--- config.mk ---
export PLATFORM = sky130hd
export DESIGN_NAME = sparse_dot_product_merge
export DESIGN_NICKNAME = d
export VERILOG_FILES = /design/src/sdpm_pkg.sv /design/src/sparse_dot_product_merge.sv /design/src/sdpm_front.sv /design/src/sdpm_back.sv
export SDC_FILE = /design/constraint.sdc
export NUM_CORES = 2
export LEC_CHECK = 0
export BUFFER_PORTS_ARGS = -buffer_cell sky130_fd_sc_hd__buf_2
export CAP_MARGIN = 20
export CORE_MARGIN = 2
export CORE_UTILIZATION = 60
export DETAILED_ROUTE_END_ITERATION = 12
export HOLD_SLACK_MARGIN = 0.05
export PLACE_DENSITY = 0.76
export SYNTH_ARGS = -nofsm -noshare
export SYNTH_HDL_FRONTEND = slang
export SYNTH_SLANG_ARGS = --single-unit
export TNS_END_PERCENT = 5
--- constraint.sdc ---
create_clock -name clock -period 7.8 [get_ports clock]
set_clock_uncertainty 0.15 [all_clocks]
set_input_delay 1.17 -clock clock [delete_from_list [all_inputs] [get_ports clock]]
set_output_delay 1.17 -clock clock [all_outputs]
set_load 0.005 [all_outputs]
--- src/sdpm_pkg.sv ---
package sdpm_pkg;

   // Query store geometry and term key width
   localparam int QUERY_DEPTH = 64;
   localparam int TERM_BITS   = 20;
   localparam int ADDR_BITS   = $clog2(QUERY_DEPTH);
   localparam int LEN_BITS    = $clog2(QUERY_DEPTH + 1);

   // Port field widths
   localparam int REQ_TERM_BITS = 20;
   localparam int WEIGHT_BITS   = 16;
   localparam int PROD_BITS     = 2 * WEIGHT_BITS;
   localparam int SCORE_BITS    = 48;
   localparam logic [SCORE_BITS-1:0] SCORE_MAX = {SCORE_BITS{1'b1}};

   // Item queue between front and back
   localparam int QUEUE_DEPTH = 4;
   localparam int QPTR_BITS   = $clog2(QUEUE_DEPTH);
   localparam int QCNT_BITS   = $clog2(QUEUE_DEPTH + 1);

   // Operation codes
   localparam logic OP_LOAD = 1'b0;
   localparam logic OP_DOC  = 1'b1;

   typedef struct packed {
      logic                   operation;
      logic [TERM_BITS-1:0]   term;
      logic [WEIGHT_BITS-1:0] weight;
      logic                   last;
   } item_type;

   // Queue head handshake toward the back part
   typedef struct packed {
      logic     valid;
      item_type item;
   } head_type;

   // Key used by the merge: low TERM_BITS bits of the term, zero extended
   function automatic logic [TERM_BITS-1:0] term_key(input logic [REQ_TERM_BITS-1:0] t);
      logic [31:0] wide;
      wide = 32'(t);
      return wide[TERM_BITS-1:0];
   endfunction

endpackage

--- src/sparse_dot_product_merge.sv ---
// Channel   Handshake          Payload
// req       push / full        req_operation, req_term, req_weight, req_last
// rsp       pop / empty        rsp_score, rsp_saturated
//
// A four-item queue takes one item per cycle while it has room.
// The merge engine stores a query element in its idle step. A document
// element takes a fetch and a compare step per stored query entry read (one
// read of the query store per entry), an accumulate step on a term match,
// and a done step; a fetch past the query's end skips to the done step.
// Reset is synchronous; the query store is not cleared and needs no pass.
// A waiting result stalls only the engine's final step of a last element.
module sparse_dot_product_merge
   import sdpm_pkg::*;
(
   input  logic                     clock,
   input  logic                     reset,
   input  logic                     req_push,
   output logic                     req_full,
   input  logic                     req_operation,
   input  logic [REQ_TERM_BITS-1:0] req_term,
   input  logic [WEIGHT_BITS-1:0]   req_weight,
   input  logic                     req_last,
   output logic                     rsp_empty,
   input  logic                     rsp_pop,
   output logic [SCORE_BITS-1:0]    rsp_score,
   output logic                     rsp_saturated
);

   head_type head;
   logic     head_pop;

   sdpm_front u_front (
      .clock         (clock),
      .reset         (reset),
      .req_push      (req_push),
      .req_full      (req_full),
      .req_operation (req_operation),
      .req_term      (req_term),
      .req_weight    (req_weight),
      .req_last      (req_last),
      .head          (head),
      .head_pop      (head_pop)
   );

   sdpm_back u_back (
      .clock         (clock),
      .reset         (reset),
      .head          (head),
      .head_pop      (head_pop),
      .rsp_empty     (rsp_empty),
      .rsp_pop       (rsp_pop),
      .rsp_score     (rsp_score),
      .rsp_saturated (rsp_saturated)
   );

endmodule

--- src/sdpm_front.sv ---
module sdpm_front
   import sdpm_pkg::*;
(
   input  logic                     clock,
   input  logic                     reset,
   input  logic                     req_push,
   output logic                     req_full,
   input  logic                     req_operation,
   input  logic [REQ_TERM_BITS-1:0] req_term,
   input  logic [WEIGHT_BITS-1:0]   req_weight,
   input  logic                     req_last,
   output head_type                 head,
   input  logic                     head_pop
);

   item_type             queue_ff [QUEUE_DEPTH];
   logic [QPTR_BITS-1:0] wr_ptr_ff, wr_ptr_in;
   logic [QPTR_BITS-1:0] rd_ptr_ff, rd_ptr_in;
   logic [QCNT_BITS-1:0] count_ff, count_in;
   logic                 push_ok;
   logic                 pop_ok;
   item_type             new_item;

   // Classify and normalize the incoming item
   always_comb begin
      new_item.operation = req_operation;
      new_item.term      = term_key(req_term);
      new_item.weight    = req_weight;
      new_item.last      = req_last;
   end

   assign req_full   = (count_ff == QCNT_BITS'(QUEUE_DEPTH));
   assign push_ok    = req_push && !req_full;
   assign pop_ok     = head_pop && head.valid;
   assign head.valid = (count_ff != '0);
   assign head.item  = queue_ff[rd_ptr_ff];

   // Pointer and count update
   always_comb begin
      wr_ptr_in = wr_ptr_ff;
      rd_ptr_in = rd_ptr_ff;
      count_in  = count_ff;
      if (push_ok) begin
         wr_ptr_in = (wr_ptr_ff == QPTR_BITS'(QUEUE_DEPTH - 1)) ? '0 : wr_ptr_ff + 1'b1;
      end
      if (pop_ok) begin
         rd_ptr_in = (rd_ptr_ff == QPTR_BITS'(QUEUE_DEPTH - 1)) ? '0 : rd_ptr_ff + 1'b1;
      end
      if (push_ok && !pop_ok) begin
         count_in = count_ff + 1'b1;
      end else if (pop_ok && !push_ok) begin
         count_in = count_ff - 1'b1;
      end
   end

   always_ff @(posedge clock) begin
      if (reset) begin
         wr_ptr_ff <= '0;
         rd_ptr_ff <= '0;
         count_ff  <= '0;
      end else begin
         wr_ptr_ff <= wr_ptr_in;
         rd_ptr_ff <= rd_ptr_in;
         count_ff  <= count_in;
      end
   end

   // Queue storage
   always_ff @(posedge clock) begin
      if (push_ok) begin
         queue_ff[wr_ptr_ff] <= new_item;
      end
   end

endmodule

--- src/sdpm_back.sv ---
module sdpm_back
   import sdpm_pkg::*;
(
   input  logic                   clock,
   input  logic                   reset,
   input  head_type               head,
   output logic                   head_pop,
   output logic                   rsp_empty,
   input  logic                   rsp_pop,
   output logic [SCORE_BITS-1:0]  rsp_score,
   output logic                   rsp_saturated
);

   localparam logic [2:0] ST_IDLE  = 3'd0;
   localparam logic [2:0] ST_FETCH = 3'd1;
   localparam logic [2:0] ST_CMP   = 3'd2;
   localparam logic [2:0] ST_ACC   = 3'd3;
   localparam logic [2:0] ST_DONE  = 3'd4;

   // Query store
   logic [TERM_BITS-1:0]   term_mem   [QUERY_DEPTH];
   logic [WEIGHT_BITS-1:0] weight_mem [QUERY_DEPTH];

   logic [2:0]             state_ff, state_in;
   logic [LEN_BITS-1:0]    len_ff, len_in;
   logic [LEN_BITS-1:0]    load_pos_ff, load_pos_in;
   logic [LEN_BITS-1:0]    ptr_ff, ptr_in;
   logic [SCORE_BITS-1:0]  acc_ff, acc_in;
   logic                   sat_ff, sat_in;
   logic                   out_valid_ff, out_valid_in;
   logic [SCORE_BITS-1:0]  out_score_ff;
   logic                   out_sat_ff;
   logic [TERM_BITS-1:0]   doc_term_ff;
   logic [WEIGHT_BITS-1:0] doc_weight_ff;
   logic                   doc_last_ff;
   logic [TERM_BITS-1:0]   rd_term_ff;
   logic [WEIGHT_BITS-1:0] rd_weight_ff;
   logic [PROD_BITS-1:0]   prod_ff, prod_in;

   logic                   mem_we;
   logic                   mem_re;
   logic                   doc_take;
   logic                   emit;
   logic                   slot_free;
   logic [SCORE_BITS:0]    sum;

   assign slot_free = !out_valid_ff || rsp_pop;
   assign sum       = {1'b0, acc_ff} + (SCORE_BITS + 1)'(prod_ff);

   // Merge sequencer
   always_comb begin
      state_in    = state_ff;
      len_in      = len_ff;
      load_pos_in = load_pos_ff;
      ptr_in      = ptr_ff;
      acc_in      = acc_ff;
      sat_in      = sat_ff;
      prod_in     = prod_ff;
      head_pop    = 1'b0;
      mem_we      = 1'b0;
      mem_re      = 1'b0;
      doc_take    = 1'b0;
      emit        = 1'b0;
      case (state_ff)
         ST_IDLE: begin
            if (head.valid) begin
               head_pop = 1'b1;
               if (head.item.operation == OP_LOAD) begin
                  // store one query element, drop it when the store is full
                  if (load_pos_ff < LEN_BITS'(QUERY_DEPTH)) begin
                     mem_we      = 1'b1;
                     load_pos_in = load_pos_ff + 1'b1;
                  end
                  if (head.item.last) begin
                     len_in      = load_pos_in;
                     load_pos_in = '0;
                     ptr_in      = '0;
                     acc_in      = '0;
                     sat_in      = 1'b0;
                  end
               end else begin
                  doc_take = 1'b1;
                  state_in = ST_FETCH;
               end
            end
         end
         ST_FETCH: begin
            if (ptr_ff < len_ff) begin
               mem_re   = 1'b1;
               state_in = ST_CMP;
            end else begin
               state_in = ST_DONE;
            end
         end
         ST_CMP: begin
            if (rd_term_ff < doc_term_ff) begin
               ptr_in   = ptr_ff + 1'b1;
               state_in = ST_FETCH;
            end else if (rd_term_ff == doc_term_ff) begin
               prod_in  = PROD_BITS'(rd_weight_ff) * PROD_BITS'(doc_weight_ff);
               ptr_in   = ptr_ff + 1'b1;
               state_in = ST_ACC;
            end else begin
               state_in = ST_DONE;
            end
         end
         ST_ACC: begin
            // saturating accumulate
            if (sum[SCORE_BITS]) begin
               acc_in = SCORE_MAX;
               sat_in = 1'b1;
            end else begin
               acc_in = sum[SCORE_BITS-1:0];
            end
            state_in = ST_DONE;
         end
         ST_DONE: begin
            if (!doc_last_ff) begin
               state_in = ST_IDLE;
            end else if (slot_free) begin
               emit     = 1'b1;
               ptr_in   = '0;
               acc_in   = '0;
               sat_in   = 1'b0;
               state_in = ST_IDLE;
            end
         end
         default: begin
            state_in = ST_IDLE;
         end
      endcase
   end

   // Result slot
   always_comb begin
      out_valid_in = out_valid_ff;
      if (emit) begin
         out_valid_in = 1'b1;
      end else if (rsp_pop) begin
         out_valid_in = 1'b0;
      end
   end

   always_ff @(posedge clock) begin
      if (reset) begin
         state_ff     <= ST_IDLE;
         len_ff       <= '0;
         load_pos_ff  <= '0;
         ptr_ff       <= '0;
         acc_ff       <= '0;
         sat_ff       <= 1'b0;
         out_valid_ff <= 1'b0;
      end else begin
         state_ff     <= state_in;
         len_ff       <= len_in;
         load_pos_ff  <= load_pos_in;
         ptr_ff       <= ptr_in;
         acc_ff       <= acc_in;
         sat_ff       <= sat_in;
         out_valid_ff <= out_valid_in;
      end
   end

   // Payload registers
   always_ff @(posedge clock) begin
      prod_ff <= prod_in;
      if (doc_take) begin
         doc_term_ff   <= head.item.term;
         doc_weight_ff <= head.item.weight;
         doc_last_ff   <= head.item.last;
      end
      if (emit) begin
         out_score_ff <= acc_ff;
         out_sat_ff   <= sat_ff;
      end
   end

   // Query store write and registered read
   always_ff @(posedge clock) begin
      if (mem_we) begin
         term_mem[load_pos_ff[ADDR_BITS-1:0]]   <= head.item.term;
         weight_mem[load_pos_ff[ADDR_BITS-1:0]] <= head.item.weight;
      end
      if (mem_re) begin
         rd_term_ff   <= term_mem[ptr_ff[ADDR_BITS-1:0]];
         rd_weight_ff <= weight_mem[ptr_ff[ADDR_BITS-1:0]];
      end
   end

   assign rsp_empty     = !out_valid_ff;
   assign rsp_score     = out_score_ff;
   assign rsp_saturated = out_sat_ff;

endmodule

==> flow_metrics.tcl <==
set metrics [dict create \
    status "finished, final reports clean" \
    die_y_um 436 \
    first_pass_iters 6 \
    critical_path_class "register to register" \
    grt_setup_unrepaired "no" \
    wl_per_cell_um 34.9 \
    ys_ff_latch 2693 \
    syn_area_per_cell_um2 20.6 \
    clk_latency_ps 940 \
    rows 158 \
    cp.arrival_ps 7670 \
    setup_tns_ps 0 \
    finalHoldViolCount 0 \
    syn_nets 5852 \
    yosysWarnings 0 \
    grt_pass1_wl_um 420000 \
    grtUsageTotal_pct 31.2 \
    synth_sequential_area_ratio_pct 71.5 \
    leakagePower_nw 40.2 \
    ys_async_sr_fraction_pct 0 \
    netlist_top_cells_count "edfxtp_1, mux4_2, inv_1, nand2_1, fa_1" \
    dp_hpwl_um 151000 \
    ir_drop_mv 2.58 \
    grt_overflow 0 \
    ctsResizeCount 0 \
    yosys.area.top_type "edfxtp_1" \
    cts_hold_buf 0 \
    placed_area_um2 116000 \
    start_kind "register" \
    max_freq_mhz 139 \
    slew_viol_final 0 \
    cts_root_buf "clkbuf_16" \
    drt_iter0_markers 8389 \
    rr_startpoint "u_back.doc_weight_ff[2]$_DFFE_PP_" \
    cellPowerDensity_nw_per_um2 485 \
    synthCells 5444 \
    worst_slew_pin_slew_ps 1200 \
    synth.distinct_cells 75 \
    regArea_um2 80100 \
    synth.top_cell.area_share_pct 70.0 \
    drt_wl_total_um 293000 \
    rr_worst_depth 21 \
    area_delta_synth_final_pct 11.7 \
    fill_cells 11200 \
    post_cts_buffers 0 \
    h-tree-depth 5 \
    clkSlewWorstSetupHoldPaths_ps 60 \
    utilization_pct 67.4 \
    yosysMostFrequentCell "edfxtp_1" \
    synthFlopType "edfxtp_1" \
    finalInstanceArea_um2 125000 \
    totalPowerFinal_w 0.0606 \
    synth.cell_area_um2 112000 \
    antenna_found_initial 15 \
    drc_errors 0 \
    cts_tree "yes" \
    initial_utilization_pct 60.4 \
    setup_viol 0 \
    multi_input_area_um2 30300 \
    viasPerCell 6.88 \
    ant_nets 0 \
    maxCapViolCount 0 \
    io_buffers 92 \
    nets 6114 \
    endpoint "u_back.prod_ff[31]$_DFFE_PP_" \
    chipWidth_um 436 \
    hp-class "register to register" \
    cp-end-kind "register" \
    synth_area_leaders "edfxtp_1, mux4_2, fa_1, ha_1, dfxtp_1" \
    clock_sinks 2693 \
    die_area_um2 190000 \
    min_period_over_period_pct 92.3 \
    cp_max_fo 16 \
    fin_crit_ps 7200 \
    clock_path_buffers 4 \
    vias 57600 \
    maxSlewHeadroom_pct 19.8 \
    crit_start "u_back.doc_weight_ff[2]$_DFFE_PP_" \
    rrSetupSlack_ps 600 \
    drive_gt1_share_pct 25.5 \
    cp.required_ps 8270 \
    place_congestion 0.867 \
    cts_buffers 278 \
    pin_count 93 \
    r2r_end "u_back.prod_ff[31]$_DFFE_PP_" \
    grt_pass1_vias 58500 \
    core_um2 185000 \
    grt_max_degree 134 \
    synth-edff-count 2610 \
]
cell families (layout without fill, tap and decap cells):
group / Yosys count / in the layout / synth area share [%]
multiplexers: 806 / 806 / 16.0
XOR/XNOR: 64 / 64 / 0.501
AO/OA/AOI/OAI: 332 / 332 / 1.87
other: 0 / 7 / 0
flip-flops: 2693 / 2693 / 71.5
buffers and inverters: 541 / 990 / 1.88
adder cells (fa/ha/maj): 366 / 366 / 5.41
AND/OR/NAND/NOR: 642 / 642 / 2.82
layout by cell type (no fill, tap or decap), types with 35 or more instances in the layout:
master,count
fa_1,196
clkbuf_16,286
clkinv_2,38
clkinv_1,56
and2_1,133
ha_1,170
xnor2_1,41
nor2_1,67
nand3_1,44
buf_2,92
o21ai_0,68
inv_1,279
nor2_4,65
buf_4,125
clkbuf_1,47
edfxtp_1,2610
a21oi_1,114
mux4_2,788
a21o_1,35
dfxtp_1,75
nand2_1,201
state kept, by name, indices dropped and copies added, names as in the netlist, 2 cells and up, named ones only:
register,count
u_back.acc_ff,48
u_front.queue_ff,152
u_back.doc_term_ff,20
u_front.count_ff,3
u_back.len_ff,7
u_back.rd_term_ff,20
u_back.ptr_ff,7
u_back.rsp_score,48
u_back.doc_weight_ff,16
u_back.prod_ff,32
u_back.load_pos_ff,7
u_back.weight_mem,1024
u_back.state_ff,3
u_front.rd_ptr_ff,2
u_back.term_mem,1280
u_front.wr_ptr_ff,2
u_back.rd_weight_ff,16
per-layer routing:
layer | vias to the layer above | share of wire, % | global-route usage [%]
met2 | 4227 | 50 | 51.1
met3 | 767 | 10 | 6.25
li1 | 22500 | - | -
met1 | 30200 | 35 | 41.8
met4 | 12 | 4.4 | 12.1
met5 | - | 0.030 | 0
how the worst min path moves through the flow:
stage               cells after the start  slack (ps)                        from                                 to
floorplan                               0         260  u_back.sat_ff$_SDFFE_PP0P_     u_back.rsp_saturated$_DFFE_PP_
global placement                        0         270  u_back.sat_ff$_SDFFE_PP0P_     u_back.rsp_saturated$_DFFE_PP_
detailed placement                      0         280  u_back.sat_ff$_SDFFE_PP0P_     u_back.rsp_saturated$_DFFE_PP_
CTS                                     1         260               req_weight[7]   u_front.queue_ff[0][8]$_DFFE_PP_
global route                            1         280                req_term[19]  u_front.queue_ff[1][36]$_DFFE_PP_
finish                                  0         290  u_back.sat_ff$_SDFFE_PP0P_     u_back.rsp_saturated$_DFFE_PP_
per-stage QoR:
| stage | setup WS [ps] | hold WS (ps) | std cells |
|---|---|---|---|
| floorplan | 1280 | 259 | 5444 |
| global placement | 661 | 272 | 7887 |
| detailed placement | 621 | 276 | 7888 |
| CTS | 588 | 256 | 8355 |
| global route | 129 | 275 | 8374 |
| finish | 602 | 290 | 8380 |
cell type report:
type,count,area share (%)
Antenna cell,7,0.0140
Clock buffer,339,5.93
Inverter,279,0.838
Clock inverter,128,0.884
Tap cell,2480,2.48
Timing Repair Buffer,244,1.55
Multi-Input combinational cell,2210,24.3
Sequential cell,2693,64.1
worst max-delay path: stages (launching register included):
cell and delay (ps):
edfxtp_1 740, nand2_1 160, fa_1 510, fa_1 580
fa_1 450, fa_1 540, inv_1 50, fa_1 470
inv_1 50, fa_1 490, inv_1 50, ha_1 330
a21oi_1 270, a31oi_1 130, a41oi_1 310, o221ai_1 260
o41ai_2 400, nor3_1 140, o31ai_1 440, o21ai_1 130
a21oi_1 190, xnor2_1 90
where the power goes:
part	switching, W	internal [W]
Sequential	0.000350	0.0193
Clock	0.00540	0.00736
Combinational	0.0170	0.0112
Total	0.0228	0.0379
Note: power is estimated with default switching activity, not from simulation.
